==> src/hw/rtl/wcf_pkg.sv <==
// Types, constants and CRC / whitening functions of the packet framer.
package wcf_pkg;

  localparam int unsigned PAYLOAD_MAX_DEF = 32;

  localparam logic [15:0] CRC_POLY  = 16'h8005;
  localparam logic [15:0] CRC_INIT  = 16'hFFFF;
  localparam logic [8:0]  LFSR_INIT = 9'h1FF;

  localparam int unsigned CFG_IDX_W  = 1;
  localparam int unsigned CFG_DATA_W = 16;
  localparam logic [CFG_IDX_W-1:0] CFG_NETWORK_ID = 1'b0;
  localparam logic [CFG_IDX_W-1:0] CFG_PAYLOAD_CAP = 1'b1;
  localparam logic [5:0] CAP_RESET = 6'd12;

  localparam logic [2:0] KIND_LENGTH  = 3'd0;
  localparam logic [2:0] KIND_NETID   = 3'd1;
  localparam logic [2:0] KIND_PAYLOAD = 3'd2;
  localparam logic [2:0] KIND_CRC     = 3'd3;
  localparam logic [2:0] KIND_PAD     = 3'd4;

  typedef enum logic [2:0] {
    PH_START,
    PH_LEN,
    PH_NID_HI,
    PH_NID_LO,
    PH_DATA,
    PH_CRC_HI,
    PH_CRC_LO,
    PH_PAD
  } phase_e;

  typedef struct packed {
    logic       action;
    logic [7:0] data_length;
    logic [7:0] data_byte;
  } item_t;

  // CRC-16, polynomial 0x8005, MSB first, one byte.
  function automatic logic [15:0] crc16_byte(input logic [15:0] crc, input logic [7:0] b);
    logic [15:0] c;
    c = crc ^ {b, 8'h00};
    for (int k = 0; k < 8; k++) begin
      if (c[15]) begin
        c = {c[14:0], 1'b0} ^ CRC_POLY;
      end else begin
        c = {c[14:0], 1'b0};
      end
    end
    return c;
  endfunction

  // PN9 (x^9 + x^5 + 1), eight right-shift steps.
  function automatic logic [8:0] pn9_advance(input logic [8:0] lfsr);
    logic [8:0] r;
    r = lfsr;
    for (int k = 0; k < 8; k++) begin
      r = {r[0] ^ r[5], r[8:1]};
    end
    return r;
  endfunction

endpackage

==> src/hw/rtl/wcf_if.sv <==
// Valid/ready stream interfaces for the framer's input items and output bytes.
interface wcf_in_if;
  logic       valid;
  logic       ready;
  logic       action;
  logic [7:0] data_length;
  logic [7:0] data_byte;

  modport source (output valid, action, data_length, data_byte, input ready);
  modport sink (input valid, action, data_length, data_byte, output ready);
endinterface

interface wcf_out_if;
  logic       valid;
  logic       ready;
  logic [7:0] tx_byte;
  logic [2:0] byte_kind;
  logic       packet_last;

  modport source (output valid, tx_byte, byte_kind, packet_last, input ready);
  modport sink (input valid, tx_byte, byte_kind, packet_last, output ready);
endinterface

==> src/hw/rtl/wcf_in_stage.sv <==
// Input register: holds the item under work until the engine releases it.
module wcf_in_stage (
  input  logic             clk_i,
  input  logic             rst_ni,
  wcf_in_if.sink           in_i,
  output logic             item_valid_o,
  output wcf_pkg::item_t   item_o,
  input  logic             item_pop_i
);

  logic           valid_q, valid_d;
  wcf_pkg::item_t item_q;
  logic           accept;

  assign in_i.ready = !valid_q || item_pop_i;
  assign accept     = in_i.valid && in_i.ready;
  assign valid_d    = accept || (valid_q && !item_pop_i);

  always_ff @(posedge clk_i or negedge rst_ni) begin
    if (!rst_ni) begin
      valid_q <= 1'b0;
    end else begin
      valid_q <= valid_d;
    end
  end

  always_ff @(posedge clk_i) begin
    if (accept) begin
      item_q <= '{action: in_i.action, data_length: in_i.data_length,
                  data_byte: in_i.data_byte};
    end
  end

  assign item_valid_o = valid_q;
  assign item_o       = item_q;

endmodule

==> src/hw/rtl/wcf_engine.sv <==
// Byte engine: one byte a cycle unless stalled; CRC, whitening, output register.
module wcf_engine #(
  parameter int unsigned PAYLOAD_MAX = wcf_pkg::PAYLOAD_MAX_DEF
) (
  input  logic           clk_i,
  input  logic           rst_ni,
  input  logic           item_valid_i,
  input  wcf_pkg::item_t item_i,
  output logic           item_pop_o,
  input  logic [15:0]    network_id_i,
  input  logic [5:0]     payload_capacity_i,
  wcf_out_if.source      out_o
);

  wcf_pkg::phase_e phase_q, phase_d, ph;
  logic [15:0] crc_q, crc_d, crc_cur;
  logic [8:0]  lfsr_q, lfsr_d, lfsr_cur;
  logic [5:0]  left_q, left_d;
  logic [5:0]  npay_q, npay_d;
  logic [5:0]  pad_q, pad_d;
  logic        open_q, open_d;

  logic        out_valid_q, out_valid_d;
  logic [7:0]  tx_byte_q;
  logic [2:0]  kind_q;
  logic        last_q;

  logic        out_free, fire;
  logic [5:0]  cap_eff, n_clamp;
  logic [7:0]  raw_byte;
  logic [2:0]  kind;
  logic        emit, covered, last, done;

  assign out_free = !out_valid_q || out_o.ready;
  assign fire     = item_valid_i && out_free;

  assign cap_eff = (payload_capacity_i > 6'(PAYLOAD_MAX)) ? 6'(PAYLOAD_MAX)
                                                          : payload_capacity_i;
  assign n_clamp = (item_i.data_length < {2'b00, cap_eff}) ? item_i.data_length[5:0]
                                                           : cap_eff;

  // A fresh item starts at the length byte or at a payload byte.
  always_comb begin
    if (phase_q == wcf_pkg::PH_START) begin
      if (item_i.action) begin
        ph = wcf_pkg::PH_DATA;
      end else begin
        ph = wcf_pkg::PH_LEN;
      end
    end else begin
      ph = phase_q;
    end
  end

  assign lfsr_cur = (ph == wcf_pkg::PH_LEN) ? wcf_pkg::LFSR_INIT : lfsr_q;
  assign crc_cur  = (ph == wcf_pkg::PH_LEN) ? wcf_pkg::CRC_INIT : crc_q;

  // Next phase and per-byte decode.
  always_comb begin
    phase_d  = phase_q;
    left_d   = left_q;
    npay_d   = npay_q;
    pad_d    = pad_q;
    open_d   = open_q;
    raw_byte = 8'h00;
    kind     = wcf_pkg::KIND_PAD;
    emit     = 1'b0;
    covered  = 1'b0;
    last     = 1'b0;
    done     = 1'b0;
    case (ph)
      wcf_pkg::PH_LEN: begin
        raw_byte = {2'b00, n_clamp} + 8'd2;
        kind     = wcf_pkg::KIND_LENGTH;
        emit     = 1'b1;
        covered  = 1'b1;
        left_d   = n_clamp;
        npay_d   = n_clamp;
        open_d   = 1'b0;
        phase_d  = wcf_pkg::PH_NID_HI;
      end
      wcf_pkg::PH_NID_HI: begin
        raw_byte = network_id_i[15:8];
        kind     = wcf_pkg::KIND_NETID;
        emit     = 1'b1;
        covered  = 1'b1;
        phase_d  = wcf_pkg::PH_NID_LO;
      end
      wcf_pkg::PH_NID_LO: begin
        raw_byte = network_id_i[7:0];
        kind     = wcf_pkg::KIND_NETID;
        emit     = 1'b1;
        covered  = 1'b1;
        if (left_q == '0) begin
          phase_d = wcf_pkg::PH_CRC_HI;
        end else begin
          open_d  = 1'b1;
          done    = 1'b1;
          phase_d = wcf_pkg::PH_START;
        end
      end
      wcf_pkg::PH_DATA: begin
        raw_byte = item_i.data_byte;
        kind     = wcf_pkg::KIND_PAYLOAD;
        if (!open_q) begin
          // Drop surplus payload.
          done    = 1'b1;
          phase_d = wcf_pkg::PH_START;
        end else begin
          emit    = 1'b1;
          covered = 1'b1;
          left_d  = left_q - 6'd1;
          if (left_q == 6'd1) begin
            phase_d = wcf_pkg::PH_CRC_HI;
          end else begin
            done    = 1'b1;
            phase_d = wcf_pkg::PH_START;
          end
        end
      end
      wcf_pkg::PH_CRC_HI: begin
        raw_byte = crc_q[15:8];
        kind     = wcf_pkg::KIND_CRC;
        emit     = 1'b1;
        pad_d    = (cap_eff > npay_q) ? cap_eff - npay_q : '0;
        phase_d  = wcf_pkg::PH_CRC_LO;
      end
      wcf_pkg::PH_CRC_LO: begin
        raw_byte = crc_q[7:0];
        kind     = wcf_pkg::KIND_CRC;
        emit     = 1'b1;
        if (pad_q == '0) begin
          last    = 1'b1;
          done    = 1'b1;
          open_d  = 1'b0;
          left_d  = '0;
          phase_d = wcf_pkg::PH_START;
        end else begin
          phase_d = wcf_pkg::PH_PAD;
        end
      end
      wcf_pkg::PH_PAD: begin
        raw_byte = 8'h00;
        kind     = wcf_pkg::KIND_PAD;
        emit     = 1'b1;
        pad_d    = pad_q - 6'd1;
        if (pad_q == 6'd1) begin
          last    = 1'b1;
          done    = 1'b1;
          open_d  = 1'b0;
          left_d  = '0;
          phase_d = wcf_pkg::PH_START;
        end
      end
      default: begin
        phase_d = wcf_pkg::PH_START;
      end
    endcase
  end

  assign item_pop_o  = fire && done;
  assign lfsr_d      = (fire && emit) ? wcf_pkg::pn9_advance(lfsr_cur) : lfsr_q;
  assign crc_d       = (fire && covered) ? wcf_pkg::crc16_byte(crc_cur, raw_byte) : crc_q;
  assign out_valid_d = out_free ? (fire && emit) : out_valid_q;

  always_ff @(posedge clk_i or negedge rst_ni) begin
    if (!rst_ni) begin
      phase_q     <= wcf_pkg::PH_START;
      crc_q       <= wcf_pkg::CRC_INIT;
      lfsr_q      <= wcf_pkg::LFSR_INIT;
      left_q      <= '0;
      npay_q      <= '0;
      pad_q       <= '0;
      open_q      <= 1'b0;
      out_valid_q <= 1'b0;
    end else begin
      out_valid_q <= out_valid_d;
      crc_q       <= crc_d;
      lfsr_q      <= lfsr_d;
      if (fire) begin
        phase_q <= phase_d;
        left_q  <= left_d;
        npay_q  <= npay_d;
        pad_q   <= pad_d;
        open_q  <= open_d;
      end
    end
  end

  always_ff @(posedge clk_i) begin
    if (fire && emit) begin
      tx_byte_q <= raw_byte ^ lfsr_cur[7:0];
      kind_q    <= kind;
      last_q    <= last;
    end
  end

  assign out_o.valid       = out_valid_q;
  assign out_o.tx_byte     = tx_byte_q;
  assign out_o.byte_kind   = kind_q;
  assign out_o.packet_last = last_q;

endmodule

==> src/hw/rtl/whitened_crc_packet_framer.sv <==
// Whitened CRC-16 packet framer, top level.
//
// Input channel in_i carries items: action 0 begins a packet of data_length
// payload bytes (clamped to the capacity), action 1 supplies one payload byte.
// Output channel out_o carries whitened bytes with their kind and a last flag.
// Both are valid/ready; a transaction completes when valid and ready are high.
// Configuration writes (network id, payload capacity) go through cfg_we_i,
// cfg_idx_i and cfg_wdata_i only while the block is idle; the user must keep
// to this, as the block does not enforce it. An item's first byte goes through
// the input register, then the output register. Bytes leave one per cycle
// while the receiver is ready. An item holds the input register until the
// engine is done with it: a begin yields length and network id bytes, a payload
// item its byte, each plus CRC and padding if it ends the packet; surplus none.
// Reset clears the CRC to 0xFFFF, the whitening LFSR to 0x1FF, closes any
// packet, and sets the network id to 0 and the capacity to 12.
// When the receiver stalls, the output register holds its byte, the engine
// waits, and in_i drops ready once the input register is occupied.
module whitened_crc_packet_framer #(
  parameter int unsigned PAYLOAD_MAX = wcf_pkg::PAYLOAD_MAX_DEF
) (
  input  logic                           clk_i,
  input  logic                           rst_ni,
  wcf_in_if.sink                         in_i,
  wcf_out_if.source                      out_o,
  input  logic                           cfg_we_i,
  input  logic [wcf_pkg::CFG_IDX_W-1:0]  cfg_idx_i,
  input  logic [wcf_pkg::CFG_DATA_W-1:0] cfg_wdata_i
);

  logic [15:0]    network_id_q;
  logic [5:0]     payload_capacity_q;
  logic           item_valid;
  logic           item_pop;
  wcf_pkg::item_t item;

  always_ff @(posedge clk_i or negedge rst_ni) begin
    if (!rst_ni) begin
      network_id_q       <= '0;
      payload_capacity_q <= wcf_pkg::CAP_RESET;
    end else if (cfg_we_i) begin
      case (cfg_idx_i)
        wcf_pkg::CFG_NETWORK_ID:  network_id_q       <= cfg_wdata_i[15:0];
        wcf_pkg::CFG_PAYLOAD_CAP: payload_capacity_q <= cfg_wdata_i[5:0];
        default: ;
      endcase
    end
  end

  wcf_in_stage u_in_stage (
    .clk_i        (clk_i),
    .rst_ni       (rst_ni),
    .in_i         (in_i),
    .item_valid_o (item_valid),
    .item_o       (item),
    .item_pop_i   (item_pop)
  );

  wcf_engine #(
    .PAYLOAD_MAX (PAYLOAD_MAX)
  ) u_engine (
    .clk_i              (clk_i),
    .rst_ni             (rst_ni),
    .item_valid_i       (item_valid),
    .item_i             (item),
    .item_pop_o         (item_pop),
    .network_id_i       (network_id_q),
    .payload_capacity_i (payload_capacity_q),
    .out_o              (out_o)
  );

endmodule

==> src/flat_wrapper.sv <==
// flat-port wrapper written by rule: the top's interface ports become plain ports
module whitened_crc_packet_framer_flat 
#(
  parameter int unsigned PAYLOAD_MAX = wcf_pkg::PAYLOAD_MAX_DEF
)
  (clk_i, rst_ni, cfg_we_i, cfg_idx_i, cfg_wdata_i, in_i_valid, in_i_action, in_i_data_length, in_i_data_byte, in_i_ready, out_o_valid, out_o_tx_byte, out_o_byte_kind, out_o_packet_last, out_o_ready);
  wcf_in_if in_i_i ();
  wcf_out_if out_o_i ();
  input  logic clk_i;
  input  logic rst_ni;
  input  logic cfg_we_i;
  input  logic [wcf_pkg::CFG_IDX_W-1:0] cfg_idx_i;
  input  logic [wcf_pkg::CFG_DATA_W-1:0] cfg_wdata_i;
  input wire logic [$bits(in_i_i.valid)-1:0] in_i_valid;
  input wire logic [$bits(in_i_i.action)-1:0] in_i_action;
  input wire logic [$bits(in_i_i.data_length)-1:0] in_i_data_length;
  input wire logic [$bits(in_i_i.data_byte)-1:0] in_i_data_byte;
  output wire logic [$bits(in_i_i.ready)-1:0] in_i_ready;
  output wire logic [$bits(out_o_i.valid)-1:0] out_o_valid;
  output wire logic [$bits(out_o_i.tx_byte)-1:0] out_o_tx_byte;
  output wire logic [$bits(out_o_i.byte_kind)-1:0] out_o_byte_kind;
  output wire logic [$bits(out_o_i.packet_last)-1:0] out_o_packet_last;
  input wire logic [$bits(out_o_i.ready)-1:0] out_o_ready;
  assign in_i_i.valid = in_i_valid;
  assign in_i_i.action = in_i_action;
  assign in_i_i.data_length = in_i_data_length;
  assign in_i_i.data_byte = in_i_data_byte;
  assign in_i_ready = in_i_i.ready;
  assign out_o_valid = out_o_i.valid;
  assign out_o_tx_byte = out_o_i.tx_byte;
  assign out_o_byte_kind = out_o_i.byte_kind;
  assign out_o_packet_last = out_o_i.packet_last;
  assign out_o_i.ready = out_o_ready;
  whitened_crc_packet_framer #(.PAYLOAD_MAX(PAYLOAD_MAX)) u_core (.clk_i(clk_i), .rst_ni(rst_ni), .in_i(in_i_i), .out_o(out_o_i), .cfg_we_i(cfg_we_i), .cfg_idx_i(cfg_idx_i), .cfg_wdata_i(cfg_wdata_i));
endmodule
==> config.mk <==
export PLATFORM = sky130hd
export DESIGN_NAME = whitened_crc_packet_framer_flat
export DESIGN_NICKNAME = d
export VERILOG_FILES = /design/src/hw/rtl/wcf_pkg.sv /design/src/hw/rtl/wcf_if.sv /design/src/hw/rtl/wcf_in_stage.sv /design/src/hw/rtl/wcf_engine.sv /design/src/hw/rtl/whitened_crc_packet_framer.sv /design/src/flat_wrapper.sv
export SDC_FILE = /design/constraint.sdc
export NUM_CORES = 1
export LEC_CHECK = 0
export BUFFER_PORTS_ARGS = -buffer_cell sky130_fd_sc_hd__buf_4
export CORE_MARGIN = 4
export CORE_UTILIZATION = 60
export CTS_CLUSTER_SIZE = 28
export DETAILED_ROUTE_END_ITERATION = 8
export PLACE_DENSITY = 0.91
export RECOVER_POWER = 100
export SLEW_MARGIN = 10
export SYNTH_ARGS = -nofsm -noshare
export SYNTH_HDL_FRONTEND = slang
export SYNTH_SLANG_ARGS = --single-unit
==> constraint.sdc <==
create_clock -name clk_i -period 5.85 [get_ports clk_i]
set_clock_uncertainty 0.15 [all_clocks]
set_input_delay 0 -clock clk_i [delete_from_list [all_inputs] [get_ports clk_i]]
set_output_delay 0 -clock clk_i [all_outputs]
set_load 0.02 [all_outputs]
# Yosys cells after proc, flatten, opt, wreduce, memory -nomap -nowiden
# Index checks and enable logic that the tools add are counted.
# word_totals
reg_bits,100
latchBits,0
ram_bits,0
rom_bits,0
inputBits,39
word_cells,127
mem_count,0
# classes
addsub,4
mul,0
div_mod_pow,0
n_lt_le_gt_ge,3
eq_ne,13
n_shift,0
muxes,42
n_bitwise,19
reduce_logical,29
# ops
op,n
16-bit 2-to-1 mux,9
8-bit one-hot mux with 6 select lines,1
6-bit 2-to-1 mux,6
3-bit inverter,8
6-bit one-hot mux with 4 select lines,1
3-bit 2-to-1 mux,7
3-bit one-hot mux with 7 select lines,1
16-bit bitwise XOR,1
3-bit equality test (second input constant),4
6-bit by 1-bit equality test with 1-bit output (second input constant),2
6-bit zero test,2
3-bit one-hot mux with 4 select lines,1
6-bit one-hot mux with 2 select lines,1
6-bit by 1-bit subtractor with 6-bit output (second input constant),2
2-bit AND reduction,5
5-bit AND reduction,2
1-bit 2-to-1 mux,9
9-bit 2-to-1 mux,1
8-bit by 6-bit < comparator with 1-bit output,1
2-bit inequality test (second input constant),4
1-bit one-hot mux with 4 select lines,2
4-bit nonzero test,2
1-bit bitwise XOR,8
8-bit bitwise XOR,1
16 further kinds,29

# Logic depth before layout (Yosys ltp)
# Gate-level depths: netlist of run 1.
# logic_depth
ltp_word,23
ltp_mapped,20
ltp_nobuf,19

# By module
# Synthesis of run 1 repeated with hierarchy kept, for this count alone.
# unflattened
cells_unflattened,563
area_unflattened_um2,5920.7
# by_module_without_submodules
module,instances,cells_per_inst,area_per_inst_um2,seq_area_each_um2
wcf_engine,1,494,4469.3,1592.8
whitened_crc_packet_framer,1,48,887.1,553.0
wcf_in_stage,1,21,564.3,535.5

# Worst setup path before layout of run 1
# OpenSTA, ideal clock, no wires.
# synth_path
path_type,register to register
from,register u_core.payload_capacity_q[5]
to,register u_core.u_engine.crc_q[15]
setup_time_ps,89
arrival_ps,3859
required_time_ps,5611
slack_ps,1752
stages_incl_launch_ff,17
path_cell_list,dfrtp_1 -> nor2b_1 -> inv_1 -> ha_1 -> a2111oi_0 -> o21ai_1 -> nor2_2 -> clkbuf_1 -> o21ai_0 -> ha_1 -> o21ai_0 -> mux2i_2 -> xor2_1 -> mux2_4 -> a21oi_2 -> o21ai_1 -> a211oi_1
# synth_between
elab_chain_cells,16
# synth_lines
element,line_no,rtl
from (decl),whitened_crc_packet_framer.sv:31,logic [5:0] payload_capacity_q;
from (signal assigned),whitened_crc_packet_framer.sv:39,payload_capacity_q <= wcf_pkg::CAP_RESET;
from (signal assigned),whitened_crc_packet_framer.sv:43,wcf_pkg::CFG_PAYLOAD_CAP: payload_capacity_q <= cfg_wdata_i[5:0];
6-bit greater-than comparator,wcf_engine.sv:37,assign cap_eff = (payload_capacity_i > 6'(PAYLOAD_MAX)) ? 6'(PAYLOAD_MAX)
6-bit 2-to-1 mux *,wcf_engine.sv:37,
8-bit by 6-bit < comparator with 1-bit output,wcf_engine.sv:39,"assign n_clamp = (item_i.data_length < {2'b00, cap_eff}) ? item_i.data_length[5:0]"
6-bit 2-to-1 mux *,wcf_engine.sv:39,
named net u_core.u_engine.n_clamp[2],wcf_engine.sv:29,"logic [5:0] cap_eff, n_clamp;"
6-bit by 2-bit adder with 7-bit output *,wcf_engine.sv:73,"raw_byte = {2'b00, n_clamp} + 8'd2;"
8-bit one-hot mux with 6 select lines *,wcf_engine.sv:71,case (ph)
16-bit bitwise XOR *,wcf_pkg.sv:42,"c = crc ^ {b, 8'h00};"
16-bit 2-to-1 mux * (4 in series),wcf_pkg.sv:44,if (c[15]) begin
3-bit inverter (no line) / 16-bit 2-to-1 mux (equally long branches),-,
16-bit 2-to-1 mux * (4 in series),wcf_pkg.sv:44,
to (signal assigned),wcf_engine.sv:169,crc_q <= wcf_pkg::CRC_INIT;
to (signal assigned),wcf_engine.sv:178,crc_q <= crc_d;
to (decl),wcf_engine.sv:16,"logic [15:0] crc_q, crc_d, crc_cur;"
# The timed path passes the listed nets; every way through them passes the cells marked *.
# A chain may end at the register's enable or synchronous reset.

# Worst setup path in the final report of run 1
# layout_path
from,register u_core.payload_capacity_q[5]
to,register u_core.u_engine.crc_q[0]
# layout_between
elab_chain_cells,16
# layout_lines
element,line_no
6-bit greater-than comparator,wcf_engine.sv:37
6-bit 2-to-1 mux *,wcf_engine.sv:37
8-bit by 6-bit < comparator with 1-bit output,wcf_engine.sv:39
6-bit 2-to-1 mux *,wcf_engine.sv:39
named net u_core.u_engine.n_clamp[1],wcf_engine.sv:29
6-bit by 2-bit adder with 7-bit output *,wcf_engine.sv:73
8-bit one-hot mux with 6 select lines *,wcf_engine.sv:71
16-bit bitwise XOR *,wcf_pkg.sv:42
16-bit 2-to-1 mux * (5 in series),wcf_pkg.sv:44
3-bit inverter (no line) / 16-bit 2-to-1 mux (equally long branches),-
16-bit 2-to-1 mux * (3 in series),wcf_pkg.sv:44
# Marked as above.

==> impl_metrics.sql, run 1 <==
INSERT INTO impl_metrics (metric_group, metric, value, unit) VALUES
('sta', 'grt_setup_unrepaired', 'no', ''),
('critical_path', 'cp-start-kind', 'register', ''),
('sta', 'setup_viol_count_final', '0', ''),
('placement', 'io_buffers', '52', ''),
('yosys', 'synthesis.area_per_instance', '10.0', 'um2'),
('die', 'number_of_placed_i_o_pins', '53', ''),
('clocking', 'cts-root-buf', 'clkbuf_8', ''),
('clocking', 'tritoncts', 'done', ''),
('sta', 'maxSlewHeadroom', '-154', '%'),
('cells_and_area', 'mostFrequentLayoutCells', 'nand2_1 (62), o21ai_0 (60), nor2_1 (49)', ''),
('yosys', 'syn-instance-count', '585', ''),
('clocking', 'h-tree-depth', '3', ''),
('critical_path', 'critical_setup_path_class', 'reg -> reg', ''),
('critical_path', 'critical_path.startpoint', 'u_core.payload_capacity_q[5]$_DFFE_PN0P_', ''),
('clocking', 'clock_latency_late_sink', '0.37', 'ns'),
('worst_hold_path', 'holdCritStartpoint', 'cfg_we_i', ''),
('worst_hold_path', 'min_delay_worst_endpoint', 'u_core.payload_capacity_q[0]$_DFFE_PN0P_', ''),
('die', 'die_area', '11400', 'um2'),
('yosys', 'yosysTopAreaCellShare', '18.8', '%'),
('critical_path', 'r2r-end', 'u_core.u_engine.crc_q[0]$_DFFE_PN1P_', ''),
('sta', 'finalHoldViolations', '0', ''),
('yosys', 'synth_edf_count', '29', ''),
('pwr', 'pwr_density_cell', '621', 'nW/um2'),
('run', 'maxCapViolations', '1', ''),
('outcome', 'failed_checks', 'max-capacitance violations, max-slew violations', ''),
('critical_path', 'path_max_fanout', '16', ''),
('critical_path', 'critical_path_required', '5.99', 'ns'),
('sta', 'fin_ws', '1.31', 'ns'),
('critical_path', 'crit_path_top_delay_cell', 'dfrtp_1', ''),
('detailed_routing', 'num_vias', '4789', ''),
('worst_hold_path', 'holdCritPathClass', 'in -> reg', ''),
('die', 'placementRows', '35', ''),
('yosys', 'post_synth_arst_share', '71.0', '%'),
('pwr', 'leakage_power', '2.81', 'nW'),
('global_routing', 'antenna_violations_before_repair', '0', ''),
('yosys', 'synth_cell_types', '70', ''),
('die', 'die_x', '107', 'um'),
('detailed_routing', 'routedWlPerCell', '18.9', 'um'),
('sta', 'timing.final.crit_share', '77.6', '%'),
('sta', 'timing.final.max_slew_violations', '72', ''),
('pwr', 'worst_ir_drop_vdd', '0.389', 'mV'),
('outcome', 'run_status', 'complete, but fails checks', ''),
('global_routing', 'grt_use_total', '27.6', '%'),
('placement', 'dp_hpwl', '10400', 'um'),
('placement', 'pre_cts_slack', '1.39', 'ns'),
('yosys', 'syn-num-nets', '642', ''),
('cells_and_area', 'final_layout_size_suffix_gt1_share', '18.7', '%'),
('critical_path', 'setup.reg_to_reg.worst_slack', '1.31', 'ns'),
('critical_path', 'crit_end_category', 'register', ''),
('cells_and_area', 'antennaDiodeCount', '0', ''),
('critical_path', 'worst_r2r_path_depth', '20', ''),
('global_routing', 'grt_overflow', '0', ''),
('placement', 'gpl.final_weighted_congestion', '0.945', ''),
('detailed_routing', 'first_iter_violations', '388', ''),
('yosys', 'synthFlopType', 'dfrtp_1', ''),
('yosys', 'synthesis.yosys.warnings', '0', ''),
('die', 'fp.dieH', '107', 'um'),
('critical_path', 'worst_path_most_repeated_cell', 'o21ai_0', ''),
('yosys', 'synth-seq-area-share', '45.8', '%'),
('detailed_routing', 'postRouteAntennaNets', '0', ''),
('clocking', 'clkSinkCount', '100', ''),
('sta', 'maxClockFrequency', '220', 'MHz'),
('critical_path', 'timing.critical_path.cells', 'nor2b_1 -> inv_1 -> ha_1 -> a2111oi_0 -> o21ai_0 -> nor2_2 -> buf_4 -> nand2_1 -> o21ai_0 -> ha_1 -> nand3_1 -> xor2_1 -> xor2_1 -> mux2i_1 -> nand2_1 -> o21ai_0 -> xnor2_1 -> xnor2_1 -> xor2_1 -> o21ai_0', ''),
('cells_and_area', 'area_growth', '17.3', '%'),
('global_routing', 'wire_length_of_the_first_global_routing_pass', '24600', 'um'),
('critical_path', 'worstReg2RegStart', 'u_core.payload_capacity_q[5]$_DFFE_PN0P_', ''),
('detailed_routing', 'wirelength', '15100', 'um'),
('yosys', 'netlist_area', '5850', 'um2'),
('placement', 'placedInstanceArea', '6330', 'um2'),
('detailed_routing', 'drt_pre_antenna_iters', '6', ''),
('cells_and_area', 'most_frequent_standard_cell_in_the_layout_excluding_fill_and_tap_cells', 'nand2_1', '');
==> cell families (layout without fill, tap and decap cells) <==
family          Yosys count  after routing  synth area share (%)
simple gates            166            166                  13.3
compound gates          150            150                  15.8
flops                   100            100                  45.8
xor+xnor                 56             56                  8.64
buf+inv                  52            137                  3.85
fa+ha+maj                18             18                  3.98
mux                      43             43                  8.64
==> registers in the layout, indices dropped and copies added, names as in the netlist <==
register / cells
u_core.u_engine.out_o.packet_last: 1
u_core.u_engine.lfsr_q: 9
u_core.payload_capacity_q: 6
u_core.u_engine.open_q: 1
u_core.u_in_stage.item_valid_o: 1
u_core.u_engine.out_o.valid: 1
u_core.u_engine.pad_q: 6
u_core.u_engine.npay_q: 6
u_core.u_engine.out_o.byte_kind: 3
u_core.u_in_stage.item_o: 17
u_core.u_engine.phase_q: 3
u_core.u_engine.left_q: 6
u_core.network_id_q: 16
u_core.u_engine.crc_q: 16
u_core.u_engine.out_o.tx_byte: 8
==> worst max-delay path by stage <==
stage	end	depth (start not counted)
2_1_floorplan	u_core.u_engine.crc_q[15]$_DFFE_PN1P_	16
4_1_cts	u_core.u_engine.crc_q[0]$_DFFE_PN1P_	20
3_5_place_dp	u_core.u_engine.crc_q[0]$_DFFE_PN1P_	20
3_3_place_gp	u_core.u_engine.crc_q[0]$_DFFE_PN1P_	20
5_1_grt	u_core.u_engine.crc_q[15]$_DFFE_PN1P_	20
6_report	u_core.u_engine.crc_q[0]$_DFFE_PN1P_	20
==> critical path: cells and delay by family, from the launching register on <==
| family | cells | cell delay, ns |
|---|---|---|
| xor+xnor | 5 | 1.07 |
| compound gates | 5 | 1.00 |
| simple gates | 5 | 0.79 |
| fa+ha+maj | 2 | 0.54 |
| flops | 1 | 0.47 |
| buf+inv | 2 | 0.30 |
| mux | 1 | 0.13 |
==> timing repair <==
item,4_1_cts,5_1_grt
resized for setup,0,0
hold buffers,36,0
hold endpoints to repair,85,0
==> layout make-up <==
class	instances	area, um2	area share (%)
clock buffers	10	149	2.17
multi-input cells	433	2940	42.9
inverters	26	97.6	1.42
flip-flops and latches	100	2680	39.1
well taps	129	161	2.35
clock inverters	6	91.3	1.33
repair buffers	95	739	10.8
==> Yosys cell counts, types with 6 or more instances <==
master / instances
a21oi_1: 34
a31oi_1: 6
clkbuf_1: 15
dfrtp_1: 44
dfstp_2: 27
edfxtp_1: 29
ha_1: 17
inv_1: 24
mux2_2: 24
mux2i_1: 12
nand2_1: 62
nand2b_1: 7
nand3_1: 6
nor2_1: 49
nor2b_1: 10
nor3_1: 7
o21ai_0: 54
o21ai_1: 7
xnor2_1: 31
xor2_1: 23
==> metrics by stage <==
| step | util [%] | cells | total power [W] | hold slack (ns) |
|---|---|---|---|---|
| 2_1_floorplan | - | 585 | 0.00318 | -0.446 |
| 3_3_place_gp | 67.5 | 747 | 0.00363 | 0.0287 |
| 3_5_place_dp | 67.5 | 747 | 0.00375 | 0.0295 |
| 4_1_cts | 73.9 | 799 | 0.00429 | 0.00943 |
| 5_1_grt | 73.2 | 799 | 0.00456 | 0.0608 |
| 6_report | 73.2 | 799 | 0.00426 | 0.0374 |
==> metal layers <==
metal / global-route usage, % / part of all wire (%) / vias to the layer above
met5: 0 / 0 / -
met4: 9.50 / 2.7 / 0
met3: 4.52 / 6.5 / 30
met2: 47.5 / 50 / 215
met1: 35.6 / 40 / 2321
li1: - / - / 2223
==> power breakdown <==
| part | internal, W | switching, W | leakage (nW) | total (W) |
|---|---|---|---|---|
| Sequential | 0.00110 | 0.000274 | 1.08 | 0.00137 |
| Combinational | 0.000982 | 0.00138 | 1.61 | 0.00237 |
| Clock | 0.000270 | 0.000252 | 0.122 | 0.000523 |
| Total | 0.00235 | 0.00191 | 2.81 | 0.00426 |
(Power assumes the default switching activity.)
==> run 2, diff against run 1 <==
==> constraint.sdc (replaced) <==
create_clock -name clk_i -period 4.4 [get_ports clk_i]
set_clock_uncertainty 0.15 [all_clocks]
set_input_delay 0 -clock clk_i [delete_from_list [all_inputs] [get_ports clk_i]]
set_output_delay 0 -clock clk_i [all_outputs]
set_load 0.02 [all_outputs]
==> run 2 against run 1 <==
Net effect: the run still ends with max-capacitance violations, max-slew violations left; cell count increased by 1.0%; total power increased by 35%; critical path depth down 1; hold slack got worse by 0.013 ns; sequential cell count stayed put; largest power group unchanged.
==> impl_metrics.sql, run 2 (synthesis results as in run 1) <==
INSERT INTO impl_metrics (metric_group, metric, value, unit) VALUES
('detailed_routing', 'wirelength', '15400', 'um'),
('cells_and_area', 'nNetsFinal', '730', ''),
('clocking', 'clock_latency_late_sink', '0.37', 'ns'),
('cells_and_area', 'final_layout_size_suffix_gt1_share', '19.0', '%'),
('cells_and_area', 'n_fill_cell', '665', ''),
('cells_and_area', 'antennaDiodeCount', '0', ''),
('critical_path', 'critical_path_required', '4.55', 'ns'),
('worst_hold_path', 'holdCritStartpoint', 'cfg_we_i', ''),
('cells_and_area', 'largest_register_ffs', '17', ''),
('die', 'die_area', '11400', 'um2'),
('critical_path', 'cp-start-kind', 'register', ''),
('clocking', 'number_of_buffers_between_clock_root_and_the_deepest_sink', '2', ''),
('critical_path', 'worstReg2RegStart', 'u_core.payload_capacity_q[5]$_DFFE_PN0P_', ''),
('worst_hold_path', 'hold_path_depth', '3', ''),
('sta', 'timing.final.crit_share', '93.0', '%'),
('critical_path', 'critPathTopFamily', 'XOR/XNOR gates', ''),
('pwr', 'leakage_power', '2.83', 'nW'),
('sta', 'grt_setup_unrepaired', 'no', ''),
('global_routing', 'wire_length_of_the_first_global_routing_pass', '25200', 'um'),
('detailed_routing', 'num_vias', '4850', ''),
('detailed_routing', 'routedWlPerCell', '19.1', 'um'),
('pwr', 'pwr_density_cell', '835', 'nW/um2'),
('critical_path', 'r2r-end', 'u_core.u_engine.crc_q[0]$_DFFE_PN1P_', ''),
('die', 'placementRows', '35', ''),
('placement', 'placedInstanceArea', '6390', 'um2'),
('die', 'die_x', '107', 'um'),
('clocking', 'cts-buffers-inserted', '9', ''),
('critical_path', 'crit_arrival', '4.24', 'ns'),
('global_routing', 'number_of_global_route_vias_before_repair', '4982', ''),
('clocking', 'tritoncts', 'done', ''),
('worst_hold_path', 'holdCritPathClass', 'in -> reg', ''),
('critical_path', 'crit_path_top_delay_cell', 'dfrtp_2', ''),
('sta', 'tightest_slew', '1.81', 'ns'),
('sta', 'final_period_minus_worst_setup_slack', '4.09', 'ns'),
('cells_and_area', 'seq_area', '2680', 'um2'),
('detailed_routing', 'postRouteAntennaNets', '0', ''),
('detailed_routing', 'drt_pre_antenna_iters', '6', ''),
('placement', 'numPlacedInstances', '755', ''),
('die', 'number_of_placed_i_o_pins', '53', ''),
('detailed_routing', 'drt-vias-per-instance', '6.01', ''),
('global_routing', 'grt_overflow', '0', ''),
('placement', 'dp_hpwl', '10900', 'um'),
('die', 'starting_density_of_the_core', '62.4', '%'),
('critical_path', 'crit_end_category', 'register', ''),
('outcome', 'run_status', 'complete, but fails checks', ''),
('placement', 'gpl.final_weighted_congestion', '0.962', ''),
('cells_and_area', 'mostFrequentLayoutCells', 'nand2_1 (62), o21ai_0 (56), nor2_1 (50)', ''),
('global_routing', 'grt_use_total', '28.2', '%'),
('die', 'design.core.area', '9370', 'um2'),
('cells_and_area', 'final_cell_count_no_fill', '807', ''),
('critical_path', 'setup.reg_to_reg.worst_slack', '0.31', 'ns'),
('cells_and_area', 'area_growth', '17.9', '%'),
('detailed_routing', 'detail_route.drc_violations', '0', ''),
('critical_path', 'critPathBufInv', '1', ''),
('sta', 'finalHoldViolations', '0', ''),
('die', 'fp.dieH', '107', 'um'),
('clocking', 'clkSinkCount', '100', ''),
('cells_and_area', 'final_util', '73.6', '%'),
('sta', 'fin_ws', '0.308', 'ns'),
('cells_and_area', 'design_area', '6900', 'um2'),
('clocking', 'h-tree-depth', '3', ''),
('cells_and_area', 'most_frequent_standard_cell_in_the_layout_excluding_fill_and_tap_cells', 'nand2_1', ''),
('pwr', 'worst_ir_drop_vdd', '0.439', 'mV'),
('global_routing', 'grt_start_max_net_pins', '72', ''),
('critical_path', 'critical_setup_path_class', 'reg -> reg', ''),
('critical_path', 'timing.critical_path.cells', 'nor2b_4 -> inv_1 -> ha_1 -> a2111oi_1 -> o21ai_1 -> nor2_2 -> nand2_1 -> o21ai_0 -> ha_2 -> nand3_1 -> xor2_1 -> xor2_1 -> mux2i_1 -> nand2_1 -> o21ai_1 -> xnor2_1 -> xnor2_1 -> xor2_1 -> o21ai_1', ''),
('run', 'maxCapViolations', '1', ''),
('clocking', 'cts-root-buf', 'clkbuf_8', ''),
('sta', 'setup_total_negative_slack', '0', 'ns'),
('sta', 'maxClockFrequency', '244', 'MHz'),
('sta', 'setup_viol_count_final', '0', ''),
('cells_and_area', 'multi_input_comb_area', '2950', 'um2'),
('sta', 'timing.final.max_slew_violations', '72', ''),
('sta', 'maxSlewHeadroom', '-20.5', '%'),
('critical_path', 'path_max_fanout', '7', ''),
('outcome', 'failed_checks', 'max-capacitance violations, max-slew violations', ''),
('detailed_routing', 'first_iter_violations', '445', ''),
('clocking', 'clkTransAtPathRegs', '0.10', 'ns'),
('global_routing', 'antenna_violations_before_repair', '0', ''),
('critical_path', 'critical_path.max_stage_delay', '0.48', 'ns'),
('placement', 'pre_cts_slack', '0.188', 'ns'),
('placement', 'io_buffers', '52', ''),
('critical_path', 'worst_r2r_path_depth', '19', ''),
('worst_hold_path', 'min_delay_worst_endpoint', 'u_core.payload_capacity_q[1]$_DFFE_PN0P_', '');
-- run 2: cell types whose count changed in the layout (fill, tap and decap cells not counted), moves of 2 or more --
cell	change
clkbuf_1	+5
o21ai_0	-4
o21ai_1	+4
buf_4	+2
-- run 2: routing by layer --
metal  wire (um)  share of wire (%)  up-vias  global-route usage (%)
met4         412                2.7        0                    9.95
met5           0                  0        -                       0
met1        6360                 41     2348                    36.6
li1            -                  -     2239                       -
met2        7630                 49      227                    47.8
met3        1030                6.7       36                    4.94
-- run 2: worst max path at each step --
stage                     cells after the start                               endpoint  slack [ns]                                      from
after floorplan                              16  u_core.u_engine.crc_q[15]$_DFFE_PN1P_        0.30  u_core.payload_capacity_q[5]$_DFFE_PN0P_
after global placement                       19   u_core.u_engine.crc_q[0]$_DFFE_PN1P_        0.47  u_core.payload_capacity_q[5]$_DFFE_PN0P_
after detailed placement                     19   u_core.u_engine.crc_q[0]$_DFFE_PN1P_        0.19  u_core.payload_capacity_q[5]$_DFFE_PN0P_
after CTS                                    19   u_core.u_engine.crc_q[0]$_DFFE_PN1P_        0.18  u_core.payload_capacity_q[5]$_DFFE_PN0P_
after global routing                         19  u_core.u_engine.crc_q[15]$_DFFE_PN1P_       0.008  u_core.payload_capacity_q[5]$_DFFE_PN0P_
final                                        19   u_core.u_engine.crc_q[0]$_DFFE_PN1P_        0.31  u_core.payload_capacity_q[5]$_DFFE_PN0P_
-- run 2: final cells by class --
cell class / count / area share [%]
well taps: 129 / 2.34
repair buffers: 103 / 11.3
flip-flops and latches: 100 / 38.9
multi-input cells: 433 / 42.7
inverters: 26 / 1.42
clock buffers: 10 / 2.00
clock inverters: 6 / 1.34
-- run 2: worst register-to-register path, delay by kind of cell, from the launching register on --
family	cells	cell delay [ns]
xor gates and xnor gates	5	1.11
and+or+nand+nor	5	0.69
muxes	1	0.13
buffers and inverters	1	0.06
adders and majority gates	2	0.48
AOI/OAI and AO/OA	5	0.94
DFF	1	0.48
-- run 2: power breakdown --
| group | total (W) | internal [W] | switching (W) |
|---|---|---|---|
| sequential | 0.00181 | 0.00146 | 0.000351 |
| combinational | 0.00327 | 0.00134 | 0.00194 |
| clock | 0.000674 | 0.000342 | 0.000332 |
-- run 2: stage by stage --
stage	hold slack, ns	total power, W
2_1_floorplan	-0.446	0.00423
3_3_place_gp	0.0269	0.00489
3_5_place_dp	0.0295	0.00506
4_1_cts	0.0205	0.00577
5_1_grt	0.0397	0.00613
6_report	0.0249	0.00576
-- run 2: what timing repair did --
action	CTS	global route
gates resized for setup	0	5
endpoints found under the setup margin	0	3
setup buffers	0	0
hold buffers	36	0
hold endpoints to repair	85	0
==> run 3, diff against run 2 <==
--- a/config.mk
+++ b/config.mk
@@ -10,7 +10,7 @@
 export CORE_UTILIZATION = 60
 export CTS_CLUSTER_SIZE = 28
 export DETAILED_ROUTE_END_ITERATION = 8
-export PLACE_DENSITY = 0.91
+export PLACE_DENSITY = 0.8
 export RECOVER_POWER = 100
 export SLEW_MARGIN = 10
 export SYNTH_ARGS = -nofsm -noshare
==> run 3 against run 2 <==
Net effect: the run still ends with max-capacitance violations, max-slew violations left; total power fell by 0.76%; hold slack improved by 0.037 ns; combinational power grew 2%; sequential power is essentially flat; register-to-register slack got worse by 0.08 ns; final area grew 0.38%; clock power is 13% lower; die area did not move; maximum frequency fell by 1.9%; non-clock buffer count grew 5; sequential share of layout area shrank 0.15 points; critical path type unchanged; largest cell class unchanged.
==> impl_metrics.sql, run 3 (synthesis results as in run 1) <==
INSERT INTO impl_metrics (metric_group, metric, value, unit) VALUES
('cells_and_area', 'design_area', '6920', 'um2'),
('cells_and_area', 'nNetsFinal', '735', ''),
('placement', 'io_buffers', '52', ''),
('die', 'fp.dieH', '107', 'um'),
('cells_and_area', 'most_frequent_standard_cell_in_the_layout_excluding_fill_and_tap_cells', 'nand2_1', ''),
('global_routing', 'grt_use_total', '28.8', '%'),
('outcome', 'failed_checks', 'max-capacitance violations, max-slew violations', ''),
('clocking', 'cts-buffers-inserted', '9', ''),
('clocking', 'cts-root-buf', 'clkbuf_8', ''),
('detailed_routing', 'detail_route.drc_violations', '0', ''),
('global_routing', 'grt_start_max_net_pins', '72', ''),
('cells_and_area', 'n_fill_cell', '703', ''),
('critical_path', 'critical_setup_path_class', 'reg -> reg', ''),
('sta', 'timing.final.max_slew_violations', '72', ''),
('detailed_routing', 'first_iter_violations', '351', ''),
('critical_path', 'critical_path.max_stage_delay', '0.49', 'ns'),
('cells_and_area', 'antennaDiodeCount', '0', ''),
('cells_and_area', 'largest_register_ffs', '17', ''),
('critical_path', 'critical_path_required', '4.54', 'ns'),
('placement', 'gpl.final_weighted_congestion', '0.949', ''),
('placement', 'numPlacedInstances', '757', ''),
('global_routing', 'number_of_global_route_vias_before_repair', '5006', ''),
('clocking', 'clock_latency_late_sink', '0.37', 'ns'),
('cells_and_area', 'area_growth', '18.4', '%'),
('placement', 'dp_hpwl', '10700', 'um'),
('clocking', 'tritoncts', 'done', ''),
('critical_path', 'crit_arrival', '4.32', 'ns'),
('cells_and_area', 'final_cell_count_no_fill', '812', ''),
('detailed_routing', 'wirelength', '15700', 'um'),
('cells_and_area', 'mostFrequentLayoutCells', 'nand2_1 (62), o21ai_0 (56), nor2_1 (50)', ''),
('global_routing', 'wire_length_of_the_first_global_routing_pass', '25600', 'um'),
('die', 'design.core.area', '9370', 'um2'),
('sta', 'finalHoldViolations', '0', ''),
('critical_path', 'cp-start-kind', 'register', ''),
('critical_path', 'crit_end_category', 'register', ''),
('die', 'die_x', '107', 'um'),
('die', 'number_of_placed_i_o_pins', '53', ''),
('detailed_routing', 'drt-vias-per-instance', '5.95', ''),
('sta', 'tightest_slew', '1.80', 'ns'),
('clocking', 'clkSinkCount', '100', ''),
('detailed_routing', 'drt_pre_antenna_iters', '7', ''),
('detailed_routing', 'routedWlPerCell', '19.3', 'um'),
('die', 'placementRows', '35', ''),
('critical_path', 'crit_path_top_delay_cell', 'dfrtp_2', ''),
('sta', 'maxSlewHeadroom', '-20.0', '%'),
('pwr', 'leakage_power', '2.85', 'nW'),
('run', 'maxCapViolations', '1', ''),
('clocking', 'h-tree-depth', '3', ''),
('global_routing', 'antenna_violations_before_repair', '0', ''),
('placement', 'pre_cts_slack', '0.107', 'ns'),
('sta', 'setup_viol_count_final', '0', ''),
('critical_path', 'setup.reg_to_reg.worst_slack', '0.23', 'ns'),
('pwr', 'worst_ir_drop_vdd', '0.450', 'mV'),
('sta', 'maxClockFrequency', '240', 'MHz'),
('pwr', 'design_power_total', '0.00571', 'W'),
('outcome', 'run_status', 'complete, but fails checks', ''),
('sta', 'timing.final.crit_share', '94.9', '%'),
('detailed_routing', 'num_vias', '4835', ''),
('sta', 'final_period_minus_worst_setup_slack', '4.17', 'ns'),
('placement', 'placedInstanceArea', '6400', 'um2'),
('pwr', 'pwr_density_cell', '825', 'nW/um2'),
('critical_path', 'timing.critical_path.cells', 'inv_1 -> nand2_1 -> ha_1 -> nor4b_1 -> nor3_1 -> nor2_2 -> clkbuf_4 -> clkbuf_1 -> mux2i_1 -> buf_4 -> mux2_2 -> xor2_1 -> mux2_4 -> a21oi_2 -> o21ai_1 -> a211oi_1', ''),
('die', 'die_area', '11400', 'um2'),
('cells_and_area', 'final_util', '73.9', '%'),
('worst_hold_path', 'holdCritPathClass', 'in -> reg', ''),
('clocking', 'clkTransAtPathRegs', '0.11', 'ns'),
('global_routing', 'grt_overflow', '0', ''),
('cells_and_area', 'final_layout_size_suffix_gt1_share', '20.4', '%'),
('critical_path', 'path_max_fanout', '10', ''),
('sta', 'fin_ws', '0.226', 'ns'),
('die', 'starting_density_of_the_core', '62.4', '%'),
('clocking', 'number_of_buffers_between_clock_root_and_the_deepest_sink', '2', ''),
('detailed_routing', 'postRouteAntennaNets', '0', '');
-- run 3: cell count changes in the layout (fill, tap and decap cells not counted), sizes merged --
cell,previous run,this run
clkinv,1,2
bufinv,2,0
inv,29,31
clkbuf,50,47
buf,27,34
-- run 3: metrics by stage --
stage | hold WS (ns) | setup TNS, ns
after global placement | 0.0281 | 0
final | 0.0614 | 0
after CTS | 0.0275 | 0
after detailed placement | 0.0293 | 0
after floorplan | -0.446 | 0
after global routing | 0.0706 | -0.0150
-- run 3: final cells by class --
| type | count | area (um2) | share of cell area [%] |
|---|---|---|---|
| clock buffer | 9 | 124 | 1.79 |
| clock inverter | 7 | 67.6 | 0.976 |
| inverter | 26 | 97.6 | 1.41 |
| multi-input combinational | 433 | 2960 | 42.8 |
| sequential | 100 | 2680 | 38.7 |
| tap | 129 | 161 | 2.33 |
| timing repair buffer | 108 | 827 | 11.9 |
-- run 3: worst paths after layout --
check	startpoint	endpoint	depth (start not counted)
worst max-delay path	u_core.payload_capacity_q[5]$_DFFE_PN0P_	u_core.u_engine.crc_q[15]$_DFFE_PN1P_	16
worst min-delay path	cfg_we_i	u_core.payload_capacity_q[0]$_DFFE_PN0P_	3
worst max register to register	u_core.payload_capacity_q[5]$_DFFE_PN0P_	u_core.u_engine.crc_q[15]$_DFFE_PN1P_	16
worst min register to register	u_core.u_engine.crc_q[2]$_DFFE_PN1P_	u_core.u_engine.crc_q[2]$_DFFE_PN1P_	2
max in group asynchronous	rst_ni	u_core.payload_capacity_q[5]$_DFFE_PN0P_	2
min in group asynchronous	rst_ni	u_core.u_engine.pad_q[5]$_DFFE_PN0P_	2
-- run 3: what timing repair did --
item	in CTS	in global routing
hold endpoints to repair	85	0
endpoints found under the setup margin	0	3
setup buffers	0	3
resized for setup	0	8
hold buffers	36	0
-- run 3: worst max-delay path: cells and delay by family (launching register included) --
family                     cells  cell delay [ns]
AOI/OAI and AO/OA              3             0.46
xor gates and xnor gates       1             0.17
adders and majority gates      1             0.23
buffers and inverters          4             0.95
DFF                            1             0.49
muxes                          3             0.78
and+or+nand+nor                4             0.86
-- run 3: power breakdown --
group	leakage (nW)	internal [W]	switching, W
registers	1.08	0.00146	0.000334
clock network	0.0997	0.000222	0.000367
logic	1.67	0.00140	0.00193
-- run 3: layer usage --
| metal | global-route usage [%] | part of all wire, % | up-vias |
|---|---|---|---|
| met3 | 5.48 | 7.0 | 35 |
| li1 | - | - | 2255 |
| met1 | 37.2 | 42 | 2309 |
| met2 | 48.9 | 49 | 236 |
| met5 | 0 | 0 | - |
| met4 | 9.22 | 2.5 | 0 |
